**config.mk**
```make
export PLATFORM = sky130hd
export DESIGN_NAME = greedy_word_wrap_core
export DESIGN_NICKNAME = d
export VERILOG_FILES = /design/src/rtl/gww_pkg.sv /design/src/rtl/greedy_word_wrap_core.sv /design/src/rtl/gww_word_ram.sv
export SDC_FILE = /design/constraint.sdc
export NUM_CORES = 1
export LEC_CHECK = 0
export BUFFER_PORTS_ARGS = -buffer_cell sky130_fd_sc_hd__buf_4
export CORE_MARGIN = 2
export CORE_UTILIZATION = 40
export DETAILED_ROUTE_END_ITERATION = 10
export PLACE_DENSITY_LB_ADDON = 0.3
export SLEW_MARGIN = 25
export SYNTH_ARGS = -nofsm -noshare
export SYNTH_HDL_FRONTEND = slang
export SYNTH_SLANG_ARGS = --single-unit
```
**constraint.sdc**
```tcl
create_clock -name clk -period 6.2 [get_ports clk]
set_input_delay 0.93 -clock clk [delete_from_list [all_inputs] [get_ports clk]]
set_output_delay 0.93 -clock clk [all_outputs]
set_load 0.05 [all_outputs]
```
**src/rtl/gww_pkg.sv**
```systemverilog
// Shared constants and helpers for the greedy word wrap core.
package gww_pkg;

    localparam logic [7:0] CHAR_TAB     = 8'd9;
    localparam logic [7:0] CHAR_NEWLINE = 8'd10;
    localparam logic [7:0] CHAR_CR      = 8'd13;
    localparam logic [7:0] CHAR_SPACE   = 8'd32;

    localparam logic [7:0] LINE_WIDTH_RESET = 8'd80;

    // Whitespace: tab through carriage return, or space.
    function automatic logic is_blank(input logic [7:0] c);
        is_blank = ((c >= CHAR_TAB) && (c <= CHAR_CR)) || (c == CHAR_SPACE);
    endfunction

endpackage

```
**src/rtl/greedy_word_wrap_core.sv**
```systemverilog
// Greedy word wrap core: top level with state machine and output register.
//
// Input stream (s_axis): one text byte per transaction in tdata; tlast marks
// end of text, which flushes the pending word, sends a final newline and
// returns the text state to reset (the width error flag stays sticky).
// Output stream (m_axis): one output byte per transaction in tdata, tlast on
// the final byte caused by an input transaction, tuser = width error flag.
// Config: cfg_we writes cfg_wdata into line_width (reset 80). The user must
// write only while idle; the block itself does not enforce it.
// Non-blank bytes are written into the word RAM while it has room, and input
// stays ready for the next byte. A blank or end of text that places a word
// is accepted, then output follows one byte per cycle while the receiver does
// not stall: the break/space byte if any, the word bytes read from the RAM
// (registered read, pipelined so one byte per cycle), then up to two newlines.
// The first byte passes through the state register, then the output register,
// after acceptance (the first RAM read is issued at acceptance). Input stays
// not ready until the last byte of the item is in the output register.
// Reset clears all control state at once; the RAM needs no clearing.
// A stalled receiver holds the output register and freezes the sequencer.
module greedy_word_wrap_core #(
    parameter int MAX_WORD = 60
) (
    input  logic       clk,
    input  logic       rst_n,
    // line_width
    input  logic       cfg_we,
    input  logic [7:0] cfg_wdata,
    // tdata: in_char[7:0]; tlast: end_of_text
    input  logic       s_axis_tvalid,
    output logic       s_axis_tready,
    input  logic [7:0] s_axis_tdata,
    input  logic       s_axis_tlast,
    // tdata: out_char[7:0]; tlast: last_of_run; tuser: width_exceeded
    output logic       m_axis_tvalid,
    input  logic       m_axis_tready,
    output logic [7:0] m_axis_tdata,
    output logic       m_axis_tlast,
    output logic       m_axis_tuser
);

    localparam int AW = $clog2(MAX_WORD);
    localparam int LW = $clog2(MAX_WORD + 1);

    typedef enum logic [1:0] {
        ST_IDLE,
        ST_PREFIX,
        ST_WORD,
        ST_TAIL
    } state_t;

    state_t        state_reg, state_next;
    logic [7:0]    lw_reg, lw_next;        // line width
    logic [LW-1:0] wl_reg, wl_next;        // characters buffered
    logic [7:0]    col_reg, col_next;      // line column
    logic          nl_reg, nl_next;        // newline seen
    logic          pd_reg, pd_next;        // paragraph done
    logic          err_reg, err_next;      // sticky error
    logic [LW-1:0] n_reg, n_next;          // length of word being sent
    logic [LW-1:0] idx_reg, idx_next;      // reads issued
    logic          rdv_reg, rdv_next;      // RAM read data holds a pending char
    logic [7:0]    prefix_reg, prefix_next;
    logic [1:0]    tail_reg, tail_next;    // trailing newlines left
    logic          ovalid_reg, ovalid_next;
    logic [7:0]    ochar_reg, ochar_next;
    logic          olast_reg, olast_next;
    logic          oerr_reg, oerr_next;

    // accept-time decode
    logic       accept;
    logic       blank;
    logic       place;
    logic       brk;
    logic       spc;
    logic [8:0] col9;
    logic [8:0] n9;
    logic [8:0] col_after;
    logic       para;
    logic       room;

    logic          load_ok;
    logic          consume;
    logic          last_char;
    logic          issue;

    logic          ram_we;
    logic          ram_re;
    logic [AW-1:0] ram_raddr;
    logic [7:0]    ram_rdata;

    assign accept  = s_axis_tvalid && s_axis_tready;
    assign blank   = gww_pkg::is_blank(s_axis_tdata);
    assign place   = (s_axis_tlast || blank) && (wl_reg != '0);
    assign col9    = {1'b0, col_reg};
    assign n9      = 9'(wl_reg);
    assign brk     = place && (col_reg != 8'd0) && ((col9 + 9'd1 + n9) > {1'b0, lw_reg});
    assign spc     = place && (col_reg != 8'd0) && !brk;
    assign col_after = (spc ? (col9 + 9'd1) : 9'd0) + n9;
    assign para    = !s_axis_tlast && (s_axis_tdata == gww_pkg::CHAR_NEWLINE) && nl_reg && !pd_reg;
    assign room    = (wl_reg < LW'(MAX_WORD));

    assign load_ok   = !ovalid_reg || m_axis_tready;
    assign consume   = (state_reg == ST_WORD) && rdv_reg && load_ok;
    assign last_char = (idx_reg == n_reg);
    assign issue     = (state_reg == ST_WORD) && !last_char && (!rdv_reg || consume);

    assign ram_we    = accept && !s_axis_tlast && !blank && room;
    assign ram_re    = (accept && place) || issue;
    assign ram_raddr = (state_reg == ST_WORD) ? idx_reg[AW-1:0] : '0;

    gww_word_ram #(
        .DEPTH (MAX_WORD),
        .AW    (AW)
    ) u_word_ram (
        .clk   (clk),
        .we    (ram_we),
        .waddr (wl_reg[AW-1:0]),
        .wdata (s_axis_tdata),
        .re    (ram_re),
        .raddr (ram_raddr),
        .rdata (ram_rdata)
    );

    always_comb
    begin
        state_next  = state_reg;
        lw_next     = cfg_we ? cfg_wdata : lw_reg;
        wl_next     = wl_reg;
        col_next    = col_reg;
        nl_next     = nl_reg;
        pd_next     = pd_reg;
        err_next    = err_reg;
        n_next      = n_reg;
        idx_next    = idx_reg;
        rdv_next    = rdv_reg;
        prefix_next = prefix_reg;
        tail_next   = tail_reg;
        ovalid_next = ovalid_reg && !m_axis_tready;
        ochar_next  = ochar_reg;
        olast_next  = olast_reg;
        oerr_next   = oerr_reg;

        case (state_reg)
            ST_IDLE:
            begin
                if (accept)
                begin
                    if (!s_axis_tlast && !blank)
                    begin
                        // word character
                        if (room)
                        begin
                            wl_next = wl_reg + LW'(1);
                        end
                        else
                        begin
                            err_next = 1'b1;
                        end
                        nl_next = 1'b0;
                        pd_next = 1'b0;
                    end
                    else
                    begin
                        n_next      = wl_reg;
                        wl_next     = '0;
                        prefix_next = brk ? gww_pkg::CHAR_NEWLINE : gww_pkg::CHAR_SPACE;
                        idx_next    = place ? LW'(1) : '0;
                        rdv_next    = place;
                        if (place)
                        begin
                            col_next = col_after[7:0];
                            if (col_after > {1'b0, lw_reg})
                            begin
                                err_next = 1'b1;
                            end
                        end
                        if (s_axis_tlast)
                        begin
                            tail_next = 2'd1;
                            col_next  = 8'd0;
                            nl_next   = 1'b0;
                            pd_next   = 1'b0;
                        end
                        else if (s_axis_tdata == gww_pkg::CHAR_NEWLINE)
                        begin
                            tail_next = para ? 2'd2 : 2'd0;
                            if (!nl_reg)
                            begin
                                nl_next = 1'b1;
                            end
                            else if (!pd_reg)
                            begin
                                col_next = 8'd0;
                                nl_next  = 1'b0;
                                pd_next  = 1'b1;
                            end
                        end
                        else
                        begin
                            tail_next = 2'd0;
                        end

                        if (brk || spc)
                        begin
                            state_next = ST_PREFIX;
                        end
                        else if (place)
                        begin
                            state_next = ST_WORD;
                        end
                        else if (s_axis_tlast || para)
                        begin
                            state_next = ST_TAIL;
                        end
                    end
                end
            end

            ST_PREFIX:
            begin
                if (load_ok)
                begin
                    ovalid_next = 1'b1;
                    ochar_next  = prefix_reg;
                    olast_next  = 1'b0;
                    oerr_next   = err_reg;
                    state_next  = ST_WORD;
                end
            end

            ST_WORD:
            begin
                if (consume)
                begin
                    ovalid_next = 1'b1;
                    ochar_next  = ram_rdata;
                    olast_next  = last_char && (tail_reg == 2'd0);
                    oerr_next   = err_reg;
                    if (last_char)
                    begin
                        state_next = (tail_reg != 2'd0) ? ST_TAIL : ST_IDLE;
                    end
                end
                if (issue)
                begin
                    idx_next = idx_reg + LW'(1);
                    rdv_next = 1'b1;
                end
                else if (consume)
                begin
                    rdv_next = 1'b0;
                end
            end

            ST_TAIL:
            begin
                if (load_ok)
                begin
                    ovalid_next = 1'b1;
                    ochar_next  = gww_pkg::CHAR_NEWLINE;
                    olast_next  = (tail_reg == 2'd1);
                    oerr_next   = err_reg;
                    tail_next   = tail_reg - 2'd1;
                    if (tail_reg == 2'd1)
                    begin
                        state_next = ST_IDLE;
                    end
                end
            end

            default:
            begin
                state_next = ST_IDLE;
            end
        endcase
    end

    always_ff @(posedge clk or negedge rst_n)
    begin
        if (!rst_n)
        begin
            state_reg  <= ST_IDLE;
            lw_reg     <= gww_pkg::LINE_WIDTH_RESET;
            wl_reg     <= '0;
            col_reg    <= 8'd0;
            nl_reg     <= 1'b0;
            pd_reg     <= 1'b0;
            err_reg    <= 1'b0;
            idx_reg    <= '0;
            rdv_reg    <= 1'b0;
            tail_reg   <= 2'd0;
            ovalid_reg <= 1'b0;
        end
        else
        begin
            state_reg  <= state_next;
            lw_reg     <= lw_next;
            wl_reg     <= wl_next;
            col_reg    <= col_next;
            nl_reg     <= nl_next;
            pd_reg     <= pd_next;
            err_reg    <= err_next;
            idx_reg    <= idx_next;
            rdv_reg    <= rdv_next;
            tail_reg   <= tail_next;
            ovalid_reg <= ovalid_next;
        end
    end

    // payload registers, no reset
    always_ff @(posedge clk)
    begin
        n_reg      <= n_next;
        prefix_reg <= prefix_next;
        ochar_reg  <= ochar_next;
        olast_reg  <= olast_next;
        oerr_reg   <= oerr_next;
    end

    assign s_axis_tready = (state_reg == ST_IDLE);
    assign m_axis_tvalid = ovalid_reg;
    assign m_axis_tdata  = ochar_reg;
    assign m_axis_tlast  = olast_reg;
    assign m_axis_tuser  = oerr_reg;

endmodule

```
**src/rtl/gww_word_ram.sv**
```systemverilog
// Word character store: one write port, one registered read port.
module gww_word_ram #(
    parameter int DEPTH = 60,
    parameter int AW    = 6
) (
    input  logic          clk,
    input  logic          we,
    input  logic [AW-1:0] waddr,
    input  logic [7:0]    wdata,
    input  logic          re,
    input  logic [AW-1:0] raddr,
    output logic [7:0]    rdata
);

    logic [7:0] mem [DEPTH];
    logic [7:0] rdata_reg;

    always_ff @(posedge clk)
    begin
        if (we)
        begin
            mem[waddr] <= wdata;
        end
    end

    always_ff @(posedge clk)
    begin
        if (re)
        begin
            rdata_reg <= mem[raddr];
        end
    end

    assign rdata = rdata_reg;

endmodule

```
# Word level (Yosys, flattened, before mapping)
# Memory sizes are Yosys's and may differ from the RTL's. A register that Yosys moved wholly into a read port is not among the register bits.
# Index checks and enable logic that the tools add are counted.
# totals
reg_bits	61
ram_bits	480
inputBits	22
word_cells	177
mem_count	1
# mem_list
name	words	word_bits	read_ports	rd_ports_with_merged_regs	write_ports	line	text
u_word_ram.mem	60	8	1	1	1	gww_word_ram.sv:15	logic [7:0] mem [DEPTH];
# op_classes
add_sub_neg	6
n_lt_le_gt_ge	5
n_eq_ne	20
muxes	68
n_bitwise	1
reduce_logical	60
# op_table
op	count
two-way mux 8 bit	8
two-way mux 6 bit	7
two-way mux 2 bit	17
two-way mux 1 bit	27
one-hot mux 8 bit (3 select lines)	1
logical AND 1 bit	20
AND reduction 4 bit	5
adder 9 x 6 -> 9 bit	2
> comparator 9 x 8 -> 1 bit	2
inequality test 2 bit (second input constant)	9
adder 6 x 1 -> 6 bit (second input constant)	2
one-hot mux 6 bit (2 select lines)	1
AND reduction 3 bit	4
nonzero test 2 bit	6
adder 8 x 1 -> 9 bit (second input constant)	1
two-way mux 9 bit	1
nonzero test 3 bit	3
== test 8 x 4 -> 1 bit (second input constant)	1
== test 8 x 6 -> 1 bit (second input constant)	1
>= comparator 8 x 4 -> 1 bit (second input constant)	1
less-or-equal comparator 8 x 4 -> 1 bit (second input constant)	1
zero test 1 bit	8
one-hot mux 2 bit (4 select lines)	1
AND reduction 8 bit	1
other kinds (18)	30

# Logic depth before layout (Yosys ltp)
# depth
word_depth	16
depth_mapped	28
depth_no_buf	28

# Cells and area by module
# A second synthesis with hierarchy kept.
# hier_totals
hier_cells	1294
hier_area_um2	22860.7
# modules_own_cells
mod	instances	cells_each	area_each_um2
gww_word_ram	1	890	19024.5
greedy_word_wrap_core	1	404	3836.2

# Worst setup path before layout
# Ideal clock, no wire load.
# synth_timing
kind	register to register
startpoint	reg col_reg[0]
endpoint	reg err_reg
setup_time_ns	0.127
arrival_ns	5.529
t_required_ns	6.073
slack_ns	0.544
path_stages_with_launch	29
path_buffers	1
synth_period_minus_slack_ns	5.656
path_cell_list	dfrtp_1 > ha_1 > clkbuf_1 > xor2_1 > ha_1 > a21o_1 > a21oi_1 > o21a_1 > nor2_1 > xnor2_1 > ha_1 > and3_1 > and3_1 > a211oi_1 > a21oi_1 > nand2b_1 > nor2b_1 > ha_1 > o21ai_0 > nor2_1 > nor4_1 > or4_1 > xnor2_1 > nor2_1 > ha_1 > nand2_1 > nor3_1 > a21o_1 > a31oi_1
# synth_between
elab_chain_cells	11
word_cells_on_any_way	13
classes_between	add/sub (3); order compare (2); mux (1); reduce/logical (7)
# synth_lines
item	line	text
start, declared	greedy_word_wrap_core.sv:54	logic [7:0] col_reg, col_next;
start signal, assigned	greedy_word_wrap_core.sv:298	col_reg <= col_next;
adder 8 x 1 -> 9 bit	greedy_word_wrap_core.sv:95, greedy_word_wrap_core.sv:97	
adder 9 x 6 -> 9 bit	greedy_word_wrap_core.sv:95	assign brk = place && (col_reg != 8'd0) && ((col9 + 9'd1 + n9) > {1'b0, lw_reg});
> comparator 9 x 8 -> 1 bit	greedy_word_wrap_core.sv:95	
logical AND 1 bit	greedy_word_wrap_core.sv:95	
zero test 1 bit	greedy_word_wrap_core.sv:96	assign spc = place && (col_reg != 8'd0) && !brk;
logical AND 1 bit	greedy_word_wrap_core.sv:96	
two-way mux 9 bit *	greedy_word_wrap_core.sv:97	assign col_after = (spc ? (col9 + 9'd1) : 9'd0) + n9;
adder 9 x 6 -> 9 bit *	greedy_word_wrap_core.sv:97	
> comparator 9 x 8 -> 1 bit *	greedy_word_wrap_core.sv:171	if (col_after > {1'b0, lw_reg})
nonzero test 2 bit (no source line) *	-	
AND reduction 5 bit (no source line) *	-	
end signal, assigned	greedy_word_wrap_core.sv:301	err_reg <= err_next;
end, declared	greedy_word_wrap_core.sv:57	logic err_reg, err_next;
# Mark *: on every way between the ends. The rest lies on a longest branch, timed or not.
# A chain may end at the register's enable or synchronous reset.

# Worst setup path in the final report
# Same ends and word-level chain as after synthesis.

==> impl_results.md <==
* Slew HR at 34.1%
* Ratio of final minimum period to clock period at 91.9%
* CTS Hold Bufs at 0
* RSZ-0062 raised after global routing: false
* Layout cells sized above 1 at 14.3%
* Dpl hpwl at 36.5 mm
* Reg-to-reg critical path startpoint: col_reg[0]
* H-tree level count at 2
* Worst Setup End Kind: register
* Die H at 245 microns
* Clock root buffer: clkbuf_16
* Final hold slack at 0.276 ns
* Via count at 14.0k
* Core area at 57700 sq um
* Die Wd at 245 microns
* CP startpoint: col_reg[0]
* Fmax at 0.176 GHz
* Largest net degree at the start of global routing at 68
* Synth warnings at 0
* Yosys cell types at 70
* Avg Inst Size Synth at 14.5 sq um
* Final ANT Viol Nets at 0
* Mapped Cells at 1608
* LEAKAGE at 8.81 nW
* Drt pass-1 iters at 5
* Final Max Slew Viols at 0
* Worst-Margin Slew at 0.986 ns
* Top cell type by total area after synthesis: edfxtp_1
* CP max FO at 8
* Maximum vdd drop at 0.239 mV
* Req. time, crit path at 6.73 ns
* Max Buffers Root-to-Sink at 3
* Wire length per cell at 24.2 microns
* Post-synth EDFFs at 506
* Initial drt markers at 1427
* Number of flip-flops in the largest register at 480
* Post-Syn Area at 23300 sq um
* Clock slew at reported path FFs at 0.07 ns
* Syn nets at 1669
* Initial antenna violation count at 1
* Flop and latch count out of synthesis at 543
* Via density per instance at 5.73
* Die ar. at 60300 sq um
* Initial Utilization at 40.4%
* Synth top area cells: edfxtp_1 (65%), dfrtp_1 (3.8%), mux2i_1 (3.5%)
* CTS tree: done
* R2R depth at 27
* Tot Pwr at 10.5 mW
* Count leader, synth: edfxtp_1
* Async set-or-reset flop fraction in the synthesized netlist at 6.81%
* Std cell rows at 88
* I/O pins at 34
* Setup violations, final at 0
* Yosys top cell area share at 65.2%
* P&R area growth vs syn at 12.2%
* Main flop type after synthesis: edfxtp_1
* Seq/Total Area, Yosys at 69.1%
* Clk_skew at 0.0200 ns
* Fin Setup TNS at 0 ns
* Top post-synthesis cells by count: edfxtp_1 (506), nor2_1 (139), a21oi_1 (86)
* Fin cells at 2448
* # DRC at 0
* Startpoint Class: register
* GRT overflow at 0
* Reg with most FFs: u_word_ram.mem
* Placed cells at 2341
* Crit Path Class: register to register
* Antenna cells at 0
* Routed WL at 59.4 mm
* Worst hold path type: input port to async pin
* Worst EP arrival at 6.23 ns
* MaxCap Viol Count at 0
* Core Util, Final at 45.3%
* Gr usage total at 19.8%
* Global-route wire length before repair at 89.1 mm
* Vias in the first global route at 13.7k
* RD Place Congestion at 0.860
* PortBufs at 33
* Outcome: finished, final reports clean
* Layout net count at 1697
* Tmin final at 5.70 ns
* Clock Latency Late Sink at 0.61 ns
* Final Hold Violating Endpoints at 0
* PwrDens at 403 nW/um^2
* CTS sink cnt at 543
* Inserted Clock Buffers at 56
[report_power, final]
group	internal, mW	leakage [nW]	switching, mW	total, mW
clock	1.82	0.843	1.39	3.21
sequential	4.19	5.03	0.148	4.34
combinational	1.03	2.94	1.96	2.99
[worst max-delay path: stages, from the launching register on]
cell      delay, ns
dfrtp_2        0.43
inv_1          0.08
ha_1           0.35
ha_1           0.28
a21o_1         0.16
a21o_1         0.19
a21oi_1        0.20
o21a_1         0.15
nor2_1         0.04
xnor2_1        0.16
ha_1           0.32
and3_1         0.16
and3_1         0.19
a211oi_2       0.29
a21oi_2        0.08
nand2b_2       0.19
nor2_1         0.07
ha_1           0.25
fa_1           0.47
a211oi_1       0.26
o21bai_1       0.12
a21oi_1        0.25
xnor2_1        0.20
ha_1           0.30
nand2_1        0.07
nor3_1         0.05
a21o_1         0.15
a31oi_1        0.17
[per-stage QoR]
| step | area, sq um | setup WS (ns) |
|---|---|---|
| global route | 26200 | 0.00883 |
| detailed placement | 24400 | 0.0993 |
| global placement | 24400 | 0.182 |
| CTS | 26100 | 0.0797 |
| finish | 26200 | 0.504 |
| floorplan | 23300 | 0.544 |
[final timing paths]
| path | endpoint | slack, ns |
|---|---|---|
| max | err_reg | 0.50 |
| min | lw_reg[3] | 0.28 |
| max reg2reg | err_reg | 0.50 |
| min reg2reg | pd_reg | 0.50 |
| max in group asynchronous | idx_reg[0] | 5.50 |
| min in group clk | pd_reg | 0.50 |
[cell type report]
class                           count  area [sq um]
Fill cell                        5064         31500
Sequential cell                   543         16100
Multi-Input combinational cell    932          6690
Clock buffer                       73          1500
Tap cell                          765           957
Timing Repair Buffer               69           518
Clock inverter                     32           238
Inverter                           34           128
[logic make-up (layout without fill, tap and decap cells)]
logic type / after synthesis / count (layout) / share of synthesized area, %
muxes: 130 / 130 / 6.61
xor gates and xnor gates: 27 / 27 / 1.01
and+or+nand+nor: 362 / 362 / 7.66
AOI/OAI and AO/OA: 374 / 374 / 11.1
DFF: 543 / 543 / 69.1
adders and majority gates: 39 / 39 / 2.16
buffers and inverters: 133 / 208 / 2.36
[cell usage in the layout, fill, tap and decap left out, types with 17 or more instances in the layout]
cell type,count
nand3_1,34
ha_1,36
o21ai_0,80
o311ai_0,17
clkbuf_16,57
or3_1,19
a21oi_1,83
nand2_1,58
buf_4,69
inv_1,34
edfxtp_1,506
xnor2_1,17
a31oi_1,17
dfrtp_1,30
o221ai_1,48
nor2_1,138
mux2_2,33
o21bai_1,17
mux2i_1,81
[metal layers]
layer	vias to the layer above	global-route usage, %	part of all wire (%)
li1	6342	-	-
met1	7102	28.2	45
met2	486	31.7	47
met3	94	2.44	5.5
met4	0	6.15	2.5
met5	-	0	0
[timing repair]
item,CTS,global route
gates resized for setup,0,7
buffers inserted,0,2
setup endpoints to repair,0,1
No activity file was read; power rests on OpenSTA's default activity.
